<file path="config.mk">
export PLATFORM = sky130hd
export DESIGN_NAME = box_region_table
export DESIGN_NICKNAME = d
export VERILOG_FILES = /design/src/rtl/brt_pkg.sv /design/src/rtl/brt_ctrl.sv /design/src/rtl/brt_dp.sv /design/src/rtl/box_region_table.sv
export SDC_FILE = /design/constraint.sdc
export NUM_CORES = 2
export LEC_CHECK = 0
export BUFFER_PORTS_ARGS = -buffer_cell sky130_fd_sc_hd__buf_2
export CAP_MARGIN = 10
export CORE_AREA = 3 3 634 636
export DETAILED_ROUTE_END_ITERATION = 10
export DIE_AREA = 0 0 637 639
export MAX_ROUTING_LAYER = met4
export RECOVER_POWER = 25
export SLEW_MARGIN = 15
export SYNTH_ARGS = -nofsm -noshare
export SYNTH_HDL_FRONTEND = slang
export SYNTH_SLANG_ARGS = --single-unit
</file>
<file path="constraint.sdc">
create_clock -name clock -period 7.4 [get_ports clock]
set_input_delay 1.48 -clock clock [delete_from_list [all_inputs] [get_ports clock]]
set_output_delay 1.48 -clock clock [all_outputs]
set_load 0.1 [all_outputs]
</file>
<file path="src/rtl/brt_pkg.sv">
// Shared types, codes and sizes for the box region table.
`timescale 1ns / 1ps

package brt_pkg;

   // Table geometry
   localparam int ENTRIES    = 16;
   localparam int COORD_BITS = 24;
   localparam int IDX_BITS   = (ENTRIES > 1) ? $clog2(ENTRIES) : 1;
   localparam int SLOT_BITS  = 4;
   localparam int TOL_BITS   = 8;
   localparam int CSR_BITS   = 8;

   localparam logic [IDX_BITS-1:0] LAST_IDX = IDX_BITS'(ENTRIES - 1);

   typedef logic signed [COORD_BITS-1:0] coord_type;

   typedef struct packed {
      coord_type x;
      coord_type y;
      coord_type z;
   } corner_type;

   typedef struct packed {
      logic veh;
      logic peds;
      logic cancel;
      logic valid;
   } flags_type;

   typedef enum logic [1:0] {
      KIND_ADD          = 2'd0,
      KIND_REMOVE       = 2'd1,
      KIND_BLOCK_QUERY  = 2'd2,
      KIND_CANCEL_QUERY = 2'd3
   } kind_type;

   typedef enum logic [1:0] {
      STAT_OK   = 2'd0,
      STAT_FULL = 2'd1,
      STAT_DUP  = 2'd2
   } status_type;

   typedef enum logic [0:0] {
      CSR_REJECT_DUP = 1'b0,
      CSR_DUP_TOL    = 1'b1
   } csr_idx_type;

   // Controller -> datapath
   typedef struct packed {
      logic                start;    // input transaction accepted, latch fields
      logic                rd_en;    // read one table row
      logic [IDX_BITS-1:0] rd_addr;
      logic                commit;   // update table and load the response
   } brt_cmd_type;

   // Datapath -> controller
   typedef struct packed {
      logic out_free;                // response register can take a result
   } brt_stat_type;

endpackage

</file>
<file path="src/rtl/brt_ctrl.sv">
// Sequencer for the box region table: accept, row scan, drain, commit.
`timescale 1ns / 1ps

module brt_ctrl
   import brt_pkg::*;
(
   input  logic         clock,
   input  logic         reset,
   input  logic         req_valid,
   input  logic [1:0]   req_kind,
   output logic         req_ready,
   input  brt_stat_type stat,
   output brt_cmd_type  cmd
);

   typedef enum logic [3:0] {
      ST_IDLE   = 4'b0001,
      ST_SCAN   = 4'b0010,
      ST_DRAIN  = 4'b0100,
      ST_COMMIT = 4'b1000
   } state_type;

   state_type           state_ff, state_in;
   logic [IDX_BITS-1:0] cnt_ff, cnt_in;

   assign req_ready = (state_ff == ST_IDLE);

   always_comb begin
      state_in    = state_ff;
      cnt_in      = cnt_ff;
      cmd.start   = 1'b0;
      cmd.rd_en   = 1'b0;
      cmd.rd_addr = cnt_ff;
      cmd.commit  = 1'b0;
      unique case (state_ff)
         ST_IDLE: begin
            cnt_in = '0;
            if (req_valid) begin
               cmd.start = 1'b1;
               // remove needs no scan
               if (kind_type'(req_kind) == KIND_REMOVE) begin
                  state_in = ST_COMMIT;
               end else begin
                  state_in = ST_SCAN;
               end
            end
         end
         ST_SCAN: begin
            cmd.rd_en = 1'b1;
            cnt_in    = cnt_ff + 1'b1;
            if (cnt_ff == LAST_IDX) begin
               state_in = ST_DRAIN;
            end
         end
         ST_DRAIN: begin
            state_in = ST_COMMIT;
         end
         ST_COMMIT: begin
            if (stat.out_free) begin
               cmd.commit = 1'b1;
               state_in   = ST_IDLE;
            end
         end
         default: begin
            state_in = ST_IDLE;
         end
      endcase
   end

   always_ff @(posedge clock) begin
      if (reset) begin
         state_ff <= ST_IDLE;
         cnt_ff   <= '0;
      end else begin
         state_ff <= state_in;
         cnt_ff   <= cnt_in;
      end
   end

endmodule

</file>
<file path="src/rtl/brt_dp.sv">
// Datapath for the box region table: corner memories, flags, compares, response.
`timescale 1ns / 1ps

module brt_dp
   import brt_pkg::*;
(
   input  logic                 clock,
   input  logic                 reset,
   input  brt_cmd_type          cmd,
   output brt_stat_type         stat,
   // input fields
   input  logic [1:0]           req_kind,
   input  coord_type            req_min_x,
   input  coord_type            req_min_y,
   input  coord_type            req_min_z,
   input  coord_type            req_max_x,
   input  coord_type            req_max_y,
   input  coord_type            req_max_z,
   input  logic                 req_cancel_flag,
   input  logic                 req_ped_flag,
   input  logic                 req_vehicle_flag,
   input  logic [SLOT_BITS-1:0] req_slot_id,
   // configuration
   input  logic                 csr_write_en,
   input  logic [0:0]           csr_index,
   input  logic [CSR_BITS-1:0]  csr_wdata,
   // response
   output logic                 rsp_valid,
   input  logic                 rsp_ready,
   output logic [1:0]           rsp_status,
   output logic [SLOT_BITS-1:0] rsp_slot_out,
   output logic                 rsp_hit
);

   localparam int DIFF_BITS = COORD_BITS + 1;

   // latched transaction
   kind_type             kind_ff, kind_in;
   corner_type           pa_ff, pa_in;   // min corner / query point
   corner_type           pb_ff, pb_in;
   logic                 cf_ff, cf_in;
   logic                 pf_ff, pf_in;
   logic                 vf_ff, vf_in;
   logic [SLOT_BITS-1:0] slot_ff, slot_in;

   // configuration
   logic                 reject_ff, reject_in;
   logic [TOL_BITS-1:0]  tol_ff, tol_in;

   // table
   corner_type           lo_mem [ENTRIES];
   corner_type           hi_mem [ENTRIES];
   flags_type            flags_ff [ENTRIES];
   flags_type            flags_in [ENTRIES];

   corner_type           rd_lo_ff, rd_hi_ff;
   logic                 rd_vld_ff;
   logic [IDX_BITS-1:0]  rd_idx_ff;

   // scan results
   logic                 dup_ff, dup_in;
   logic                 hit_ff, hit_in;
   logic                 free_ok_ff, free_ok_in;
   logic [IDX_BITS-1:0]  free_idx_ff, free_idx_in;

   // response register
   logic                 rsp_valid_ff, rsp_valid_in;
   status_type           rsp_status_ff, rsp_status_in;
   logic [SLOT_BITS-1:0] rsp_slot_ff, rsp_slot_in;
   logic                 rsp_hit_ff, rsp_hit_in;

   flags_type            cur_flags;
   logic                 close_all, inside_pt, match, cancel_ok;
   logic                 mem_we;
   corner_type           ord_lo, ord_hi;

   function automatic logic near_coord(coord_type a, coord_type b,
                                       logic [TOL_BITS-1:0] tol);
      logic signed [DIFF_BITS-1:0] d;
      logic        [DIFF_BITS-1:0] m;
      d = DIFF_BITS'(a) - DIFF_BITS'(b);
      m = d[DIFF_BITS-1] ? DIFF_BITS'(-d) : DIFF_BITS'(d);
      return m <= {{(DIFF_BITS-TOL_BITS){1'b0}}, tol};
   endfunction

   function automatic coord_type min_c(coord_type a, coord_type b);
      return (a < b) ? a : b;
   endfunction

   function automatic coord_type max_c(coord_type a, coord_type b);
      return (a < b) ? b : a;
   endfunction

   assign stat.out_free = !rsp_valid_ff || rsp_ready;

   // ---- transaction latch and configuration
   always_comb begin
      kind_in   = kind_ff;
      pa_in     = pa_ff;
      pb_in     = pb_ff;
      cf_in     = cf_ff;
      pf_in     = pf_ff;
      vf_in     = vf_ff;
      slot_in   = slot_ff;
      reject_in = reject_ff;
      tol_in    = tol_ff;
      if (cmd.start) begin
         kind_in = kind_type'(req_kind);
         pa_in   = '{x: req_min_x, y: req_min_y, z: req_min_z};
         pb_in   = '{x: req_max_x, y: req_max_y, z: req_max_z};
         cf_in   = req_cancel_flag;
         pf_in   = req_ped_flag;
         vf_in   = req_vehicle_flag;
         slot_in = req_slot_id;
      end
      if (csr_write_en) begin
         unique case (csr_idx_type'(csr_index))
            CSR_REJECT_DUP: reject_in = csr_wdata[0];
            CSR_DUP_TOL:    tol_in    = csr_wdata[TOL_BITS-1:0];
            default:        reject_in = reject_ff;
         endcase
      end
   end

   always_ff @(posedge clock) begin
      kind_ff <= kind_in;
      pa_ff   <= pa_in;
      pb_ff   <= pb_in;
      cf_ff   <= cf_in;
      pf_ff   <= pf_in;
      vf_ff   <= vf_in;
      slot_ff <= slot_in;
      if (reset) begin
         reject_ff <= 1'b0;
         tol_ff    <= TOL_BITS'(2);
      end else begin
         reject_ff <= reject_in;
         tol_ff    <= tol_in;
      end
   end

   // ---- corner memories: one write port, one registered read port
   assign ord_lo = '{x: min_c(pa_ff.x, pb_ff.x), y: min_c(pa_ff.y, pb_ff.y),
                     z: min_c(pa_ff.z, pb_ff.z)};
   assign ord_hi = '{x: max_c(pa_ff.x, pb_ff.x), y: max_c(pa_ff.y, pb_ff.y),
                     z: max_c(pa_ff.z, pb_ff.z)};
   assign mem_we = cmd.commit && (kind_ff == KIND_ADD) && !dup_ff && free_ok_ff;

   always_ff @(posedge clock) begin
      if (mem_we) begin
         lo_mem[free_idx_ff] <= ord_lo;
         hi_mem[free_idx_ff] <= ord_hi;
      end
      if (cmd.rd_en) begin
         rd_lo_ff <= lo_mem[cmd.rd_addr];
         rd_hi_ff <= hi_mem[cmd.rd_addr];
      end
      rd_idx_ff <= cmd.rd_addr;
   end

   always_ff @(posedge clock) begin
      if (reset) begin
         rd_vld_ff <= 1'b0;
      end else begin
         rd_vld_ff <= cmd.rd_en;
      end
   end

   // ---- per-row evaluation
   assign cur_flags = flags_ff[rd_idx_ff];

   assign close_all = near_coord(rd_lo_ff.x, pa_ff.x, tol_ff) &&
                      near_coord(rd_lo_ff.y, pa_ff.y, tol_ff) &&
                      near_coord(rd_lo_ff.z, pa_ff.z, tol_ff) &&
                      near_coord(rd_hi_ff.x, pb_ff.x, tol_ff) &&
                      near_coord(rd_hi_ff.y, pb_ff.y, tol_ff) &&
                      near_coord(rd_hi_ff.z, pb_ff.z, tol_ff);

   // inclusive bounds
   assign inside_pt = (pa_ff.x >= rd_lo_ff.x) && (pa_ff.x <= rd_hi_ff.x) &&
                      (pa_ff.y >= rd_lo_ff.y) && (pa_ff.y <= rd_hi_ff.y) &&
                      (pa_ff.z >= rd_lo_ff.z) && (pa_ff.z <= rd_hi_ff.z);

   assign match     = (cur_flags.peds && pf_ff) || (cur_flags.veh && vf_ff);
   assign cancel_ok = (kind_ff != KIND_CANCEL_QUERY) || cur_flags.cancel;

   always_comb begin
      dup_in      = dup_ff;
      hit_in      = hit_ff;
      free_ok_in  = free_ok_ff;
      free_idx_in = free_idx_ff;
      if (cmd.start) begin
         dup_in     = 1'b0;
         hit_in     = 1'b0;
         free_ok_in = 1'b0;
      end else if (rd_vld_ff) begin
         if (kind_ff == KIND_ADD) begin
            if (reject_ff && cur_flags.valid && close_all) begin
               dup_in = 1'b1;
            end
            // lowest free row wins
            if (!cur_flags.valid && !free_ok_ff) begin
               free_ok_in  = 1'b1;
               free_idx_in = rd_idx_ff;
            end
         end else if (cur_flags.valid && match && cancel_ok && inside_pt) begin
            hit_in = 1'b1;
         end
      end
   end

   always_ff @(posedge clock) begin
      dup_ff      <= dup_in;
      hit_ff      <= hit_in;
      free_ok_ff  <= free_ok_in;
      free_idx_ff <= free_idx_in;
   end

   // ---- entry flags
   always_comb begin
      for (int e = 0; e < ENTRIES; e++) begin
         flags_in[e] = flags_ff[e];
         if (cmd.commit && (kind_ff == KIND_REMOVE) && (32'(slot_ff) == e)) begin
            flags_in[e] = '0;
         end
         if (mem_we && (32'(free_idx_ff) == e)) begin
            flags_in[e] = '{veh: vf_ff, peds: pf_ff, cancel: cf_ff, valid: 1'b1};
         end
      end
   end

   always_ff @(posedge clock) begin
      for (int e = 0; e < ENTRIES; e++) begin
         if (reset) begin
            flags_ff[e] <= '0;
         end else begin
            flags_ff[e] <= flags_in[e];
         end
      end
   end

   // ---- response register
   always_comb begin
      rsp_valid_in  = rsp_valid_ff && !rsp_ready;
      rsp_status_in = rsp_status_ff;
      rsp_slot_in   = rsp_slot_ff;
      rsp_hit_in    = rsp_hit_ff;
      if (cmd.commit) begin
         rsp_valid_in  = 1'b1;
         rsp_status_in = STAT_OK;
         rsp_slot_in   = '0;
         rsp_hit_in    = hit_ff;
         if (kind_ff == KIND_ADD) begin
            if (dup_ff) begin
               rsp_status_in = STAT_DUP;
            end else if (free_ok_ff) begin
               rsp_slot_in = SLOT_BITS'(free_idx_ff);
            end else begin
               rsp_status_in = STAT_FULL;
            end
         end
      end
   end

   always_ff @(posedge clock) begin
      rsp_status_ff <= rsp_status_in;
      rsp_slot_ff   <= rsp_slot_in;
      rsp_hit_ff    <= rsp_hit_in;
      if (reset) begin
         rsp_valid_ff <= 1'b0;
      end else begin
         rsp_valid_ff <= rsp_valid_in;
      end
   end

   assign rsp_valid    = rsp_valid_ff;
   assign rsp_status   = rsp_status_ff;
   assign rsp_slot_out = rsp_slot_ff;
   assign rsp_hit      = rsp_hit_ff;

endmodule

</file>
<file path="src/rtl/box_region_table.sv">
// Top level of the box region table: controller, datapath and checks.
`timescale 1ns / 1ps

// Box region table. Holds up to ENTRIES (16) axis-aligned boxes in signed
// 1/16-unit fixed point, each with valid, cancel, pedestrian and vehicle
// flags. A request transaction is one of: add (corners ordered per axis,
// stored in the lowest free slot, optionally refused when a valid box lies
// within dup_tolerance on every corner coordinate), remove (clears one slot,
// out-of-range slots ignored), blocked query and cancel query (hit when a
// valid box that blocks a selected entity type contains the point, bounds
// inclusive; the cancel query also needs the cancel flag). Every request
// yields exactly one response transaction. Add and both queries scan every
// row: the corner memories have one read port, so the scan reads one row
// per cycle, followed by a drain state for the registered read and a commit
// state that updates the table and loads the response register. Remove
// skips the scan and goes straight to commit. Only one request is in
// flight; the response register holds a finished result while the next
// request is accepted, and the commit waits only if that register is still
// full. Corner storage has no reset; of the table, only the per-slot flags
// are cleared by reset. Configuration writes are registered on csr_write_en
// and must only occur while the block is idle.

module box_region_table
   import brt_pkg::*;
(
   input  logic                         clock,
   input  logic                         reset,
   // request channel
   input  logic                         req_valid,
   output logic                         req_ready,
   input  logic [1:0]                   req_kind,
   input  logic signed [COORD_BITS-1:0] req_min_x,
   input  logic signed [COORD_BITS-1:0] req_min_y,
   input  logic signed [COORD_BITS-1:0] req_min_z,
   input  logic signed [COORD_BITS-1:0] req_max_x,
   input  logic signed [COORD_BITS-1:0] req_max_y,
   input  logic signed [COORD_BITS-1:0] req_max_z,
   input  logic                         req_cancel_flag,
   input  logic                         req_ped_flag,
   input  logic                         req_vehicle_flag,
   input  logic [SLOT_BITS-1:0]         req_slot_id,
   // response channel
   output logic                         rsp_valid,
   input  logic                         rsp_ready,
   output logic [1:0]                   rsp_status,
   output logic [SLOT_BITS-1:0]         rsp_slot_out,
   output logic                         rsp_hit,
   // configuration writes
   input  logic                         csr_write_en,
   input  logic [0:0]                   csr_index,
   input  logic [CSR_BITS-1:0]          csr_wdata
);

   brt_cmd_type  cmd;
   brt_stat_type stat;

   // sequencing: idle -> scan rows -> drain -> commit; remove skips to commit
   brt_ctrl u_ctrl (
      .clock     (clock),
      .reset     (reset),
      .req_valid (req_valid),
      .req_kind  (req_kind),
      .req_ready (req_ready),
      .stat      (stat),
      .cmd       (cmd)
   );

   // storage, compares and the response register
   brt_dp u_dp (
      .clock            (clock),
      .reset            (reset),
      .cmd              (cmd),
      .stat             (stat),
      .req_kind         (req_kind),
      .req_min_x        (req_min_x),
      .req_min_y        (req_min_y),
      .req_min_z        (req_min_z),
      .req_max_x        (req_max_x),
      .req_max_y        (req_max_y),
      .req_max_z        (req_max_z),
      .req_cancel_flag  (req_cancel_flag),
      .req_ped_flag     (req_ped_flag),
      .req_vehicle_flag (req_vehicle_flag),
      .req_slot_id      (req_slot_id),
      .csr_write_en     (csr_write_en),
      .csr_index        (csr_index),
      .csr_wdata        (csr_wdata),
      .rsp_valid        (rsp_valid),
      .rsp_ready        (rsp_ready),
      .rsp_status       (rsp_status),
      .rsp_slot_out     (rsp_slot_out),
      .rsp_hit          (rsp_hit)
   );

   // One request in flight: acceptance always leaves the idle state.
   a_one_in_flight: assert property (@(posedge clock) disable iff (reset)
      (req_valid && req_ready) |=> !req_ready)
      else $error("request accepted while another is in progress");

   // A query hit never carries add status or a slot number.
   a_hit_clean: assert property (@(posedge clock) disable iff (reset)
      (rsp_valid && rsp_hit) |-> (rsp_status == STAT_OK && rsp_slot_out == '0))
      else $error("hit response with non-zero status or slot");

   // A refused or failed add reports slot zero.
   a_fail_slot_zero: assert property (@(posedge clock) disable iff (reset)
      (rsp_valid && rsp_status != STAT_OK) |-> (rsp_slot_out == '0 && !rsp_hit))
      else $error("failed add reports a slot or a hit");

endmodule
</file>
Word-level counts from Yosys, hierarchy flattened
Memories as Yosys holds them, arrays and structs flattened. A register that Yosys moved wholly into a read port is not among the register bits.
Cells that the tools add are included.
- $add $sub $neg: 13
- order comparisons: 15
- equality and inequality tests: 57
- mux-type cells: 79
- bitwise logic cells: 20
- reductions and logical operators: 92
- operators with widths (cell ; number):
    $mux W4 ; 52
    $le A25 B8 Y1 ; 6
    $mux W25 ; 6
    $neg A25 Y25 ; 6
    $sub A24 B24 Y25 ; 6
    $mux W24 ; 6
    $eq A4 B4 Y1 const B ; 18
    $ge A24 B24 Y1 ; 3
    $le A24 B24 Y1 ; 3
    $lt A24 B24 Y1 ; 3
    $logic_and A1 B1 Y1 ; 55
    $ne A2 B2 Y1 const B ; 19
    $eq A4 B3 Y1 const B ; 9
    $reduce_and A2 Y1 ; 18
    $eq A4 B2 Y1 const B ; 5
    $or A1 B1 Y1 ; 16
    $pmux W4 S4 ; 1
    $eq A4 B1 Y1 const B ; 3
    $mux W1 ; 12
    $reduce_and A3 Y1 ; 4
    $logic_not A4 Y1 ; 2
    $pmux W4 S2 ; 1
    $logic_not A1 Y1 ; 5
    $add A4 B1 Y4 const B ; 1
    10 further kinds ; 16
- register bits after elaboration: 190
- RAM bits: 2368
- input port bits: 167
- output and inout bits: 9
- logic and storage cells: 305
- memories: 3
- memory list (memory ; depth ; bits a word ; read ports ; clocked after memory_dff ; write ports ; RTL line ; text):
    u_dp.hi_mem ; 16 ; 72 ; 1 ; 1 ; 1 ; brt_dp.sv:52 ; corner_type hi_mem [ENTRIES];
    u_dp.lo_mem ; 16 ; 72 ; 1 ; 1 ; 1 ; brt_dp.sv:51 ; corner_type lo_mem [ENTRIES];
    u_dp.flags_ff ; 16 ; 4 ; 1 ; 1 ; 16 ; brt_dp.sv:53 ; flags_type flags_ff [ENTRIES];

Logic depth before layout (Yosys ltp)
- depth in word-level cells: 11
- mapped depth: 28
- mapped depth without buffers: 26

By module
A second synthesis with hierarchy kept.
- cells, all modules: 6756
- area, all modules: 119716.1 um^2
- modules (own cells, without submodules) (module ; times used ; cells an instance ; area each (um^2) ; sequential area each (um^2)):
    brt_dp ; 1 ; 6710 ; 119268.1 ; 80717.4
    brt_ctrl ; 1 ; 46 ; 447.9 ; 160.2

Least setup slack after synthesis
Ideal clock, no wire load.
- kind: register to register
- start point: register u_ctrl.state_ff[0]
- end point: register u_dp.dup_ff
- setup time: 0.300 ns
- arrival: 7.764 ns
- required time: 7.100 ns
- path slack: -0.664 ns
- cell stages (with the launch flop): 5
- buffers on the path: 0
- clock period less this slack: 8.064 ns
- cell sequence: dfxtp_1 -> nor4b_1 -> nand2_1 -> inv_1 -> o32ai_2
- RTL lines (item ; RTL line ; text):
    start, declared ; brt_ctrl.sv:23 ; state_type state_ff, state_in;
    start signal, assigned ; brt_ctrl.sv:75 ; state_ff <= state_in;
    end signal, assigned ; brt_dp.sv:213 ; dup_ff <= dup_in;
    end, declared ; brt_dp.sv:61 ; logic dup_ff, dup_in;

==> out/results.ini <==
[run_status]
outcome = finished with violations
violations = max-capacitance violations, max-slew violations

[route]
drc = 0
drtIter0Drc = 7086
ant_nets = 0
drt_first_pass_iters = 6
wl_microns = 336000
drt-vias-per-instance = 5.24
wire_per_inst_microns = 26.8
vias = 65775

[cts]
clockBufferDepth = 4
post-cts-setup-buffers = 0
htreeDepth = 5
clk_pin_slew_ps = 60
numClockSinks = 2702
cts_tree = built
cts_buffers = 285
cts_hold_buffers = 0
cts_root_buffer = clkbuf_16
clk-insertion-delay-late_ps = 920
ctsResizeCount = 0

[yosys]
synth_nets = 7276
synth_cells = 6763
ys_warn_count = 0
ys_async_sr_fraction = 0
synthFlopType = edfxtp_1
yosys_register_bits = 2702
synth_top_area_share = 0.675
synth_largest_area_cell = edfxtp_1
yosysSeqAreaShare = 0.680
synth-edff-count = 2676
synth.distinct_cells = 93
syn_area_per_cell_sq_um = 17.6
synth_area_leaders = edfxtp_1 (68%), mux4_2 (14%), ha_1 (3.6%)
mappedNetlistArea_sq_mm = 0.119

[floorplan]
die_w_microns = 637
die_y_microns = 639
rows = 231
num_io_pins = 176
dieArea_sq_mm = 0.407
core_area_sq_mm = 0.396
start_util = 0.300

[setup_path]
cp_max_fo = 71
reg2reg_slack_ps = 770
r2r_cells = 3
critPathKind = flip-flop to flip-flop
crit_chain = or4b_2 -> clkinvlp_2 -> clkbuf_2
worstSetupEndpointType = flip-flop
max_stage_delay_ps = 3300
crit-reg2reg-launch = u_ctrl.state_ff[0]
start_kind = flip-flop
cp.arrival_ps = 6880
reg2reg_to = u_dp.rd_hi_ff[50]
crit_path_start = u_ctrl.state_ff[0]
cp_slowest_cell = clkinvlp_2
required_ps = 7650

[global_route]
grt_usage = 0.166
antenna_found_initial = 31
grt_max_degree = 142
grt_pass1_wl_microns = 482000
overflow = 0
grt_pass1_vias = 66527

[placement]
place.gp.congestion = 0.930
port_buffers = 175
placed_cell_area_sq_mm = 0.127
dp_hpwl_microns = 208000

[power_and_ir_drop]
power_frac_clock = 0.387
vdd_ir_drop_max_uv = 163
p_per_area_mw_per_mm2 = 267
leakage_nw = 43.3
internal-power_mw = 27.2
combPwrFrac = 0.120
power_switching_mw = 9.15
finalPower_mw = 36.3
p_seq_frac = 0.493
sw_frac_of_total = 0.252

[finish]
final_common_cell = edfxtp_1
final_area_sq_mm = 0.136
layout.nets = 7585
drive_above_1_share = 0.203
synthToLayoutAreaGrowth_pct = 14.4
final_cell_mix = edfxtp_1 (2676), mux4_2 (722), ha_1 (339)
n_fill_cell = 37132
fin_util = 0.344

[sta]
hold_viol_final = 0
relSlewSlack = -2.23
period_share = 0.897
timing.fmax_mhz = 151
finClkSkew_ps = 69.1
rsz0062_at_grt = no
setup_viol_count_final = 0
worstMarginPinSlew_ps = 4840
finalMaxSlewViolations = 1550
finalSetupTns_ps = 0
min_period_ps = 6630

[worst_hold_path]
holdPathStages = 0
hold_start = u_dp.hit_ff
min_to = u_dp.rsp_hit
min-delay-path-class = flip-flop to flip-flop

[flow_run]
maxCapViolations = 27

[critical path: cells and delay by family, from the launching register on]
kind / cells / cell delay (ps)
buffers and inverters: 2 / 5130
DFF: 1 / 440
and+or+nand+nor: 1 / 240
[synthesized netlist by cell type (all sizes together) (9+ instances only)]
master   instances
mux4           722
edfxtp        2676
ha             340
and2            90
mux2i          166
mux2            12
o31ai           16
nor3            77
a211o           17
nor3b           14
xnor2           88
nor2           238
o311ai           9
and4             9
and3            38
a31oi           44
xor2            70
o21ai          178
inv            300
dfxtp           26
a2111oi         14
nor2b           74
a221oi          11
a21oi          293
or4             14
o21bai          15
nand3           75
nand2          235
a41oi           10
o211ai          34
or2             16
nand2b          49
a211oi          83
nand3b          13
nand4b           9
buf             78
o22ai           11
nand4           81
clkbuf         208
a21boi          10
o21a            39
or3             26
o2111ai          9
a21o            87
nor4            23
[how the worst max path moves through the flow]
stage	endpoint	slack, ps	depth (start not counted)
after floorplan	u_dp.dup_ff	1110	4
after global placement	u_dp.dup_ff	1270	25
after detailed placement	u_dp.dup_ff	1200	26
after CTS	u_dp.dup_ff	1180	26
after global routing	u_dp.rd_hi_ff[50]	360	3
final	u_dp.rd_hi_ff[50]	770	3
[power by group through the flow]
stage | clock (mW) | combinational [mW] | sequential [mW]
after global routing | 15.0 | 4.75 | 17.9
after detailed placement | 0 | 4.22 | 18.2
after floorplan | 0 | 2.69 | 18.2
final | 14.0 | 4.36 | 17.9
after CTS | 14.3 | 4.24 | 17.9
after global placement | 0 | 4.09 | 18.2
[stage by stage]
stage,hold slack [ps],worst slack (ps),std cells
3_5_place_dp,434,1200,12022
4_1_cts,449,1180,12532
6_report,447,765,12551
3_3_place_gp,421,1270,12022
5_1_grt,470,359,12545
2_1_floorplan,354,1110,6763
[state kept, by name, indices dropped and copies added (netlist names), 4 cells and up]
signal / flops
u_dp.hi_mem: 1152
u_dp.lo_mem: 1152
u_dp.pa_ff: 72
u_dp.pb_ff: 72
u_dp.rd_hi_ff: 72
u_dp.rd_lo_ff: 72
u_dp.flags_ff: 64
u_dp.tol_ff: 8
u_ctrl.cnt_ff: 4
u_ctrl.state_ff: 4
u_dp.free_idx_ff: 4
u_dp.rd_idx_ff: 4
u_dp.rsp_slot_out: 4
u_dp.slot_ff: 4
[area by class of cell]
class,instances,area [sq um],area share
clock inverter,164,1710,0.0125
tap,5242,6560,0.0482
sequential,2702,80900,0.594
multi-input combinational,3475,36300,0.267
timing repair buffer,308,1990,0.0146
inverter,300,1200,0.00884
clock buffer,346,7450,0.0547
antenna,14,35.0,0.000257
[layer usage]
layer / track usage / share of wire
met5: - / 0
met4: 0.0506 / 0.035
met3: 0.0205 / 0.056
met2: 0.278 / 0.50
met1: 0.210 / 0.41
[cell families (layout without fill, tap and decap cells)]
| kind of cell | Yosys count | count (layout) | share of synthesized area |
|---|---|---|---|
| DFF | 2702 | 2702 | 0.680 |
| and+or+nand+nor | 1102 | 1102 | 0.0480 |
| AOI/OAI and AO/OA | 969 | 969 | 0.0533 |
| muxes | 900 | 900 | 0.152 |
| buffers and inverters | 586 | 1118 | 0.0186 |
| adders and majority gates | 346 | 346 | 0.0368 |
| xor gates and xnor gates | 158 | 158 | 0.0116 |
| other | 0 | 14 | 0 |
Power figures use the tool's default switching activity.
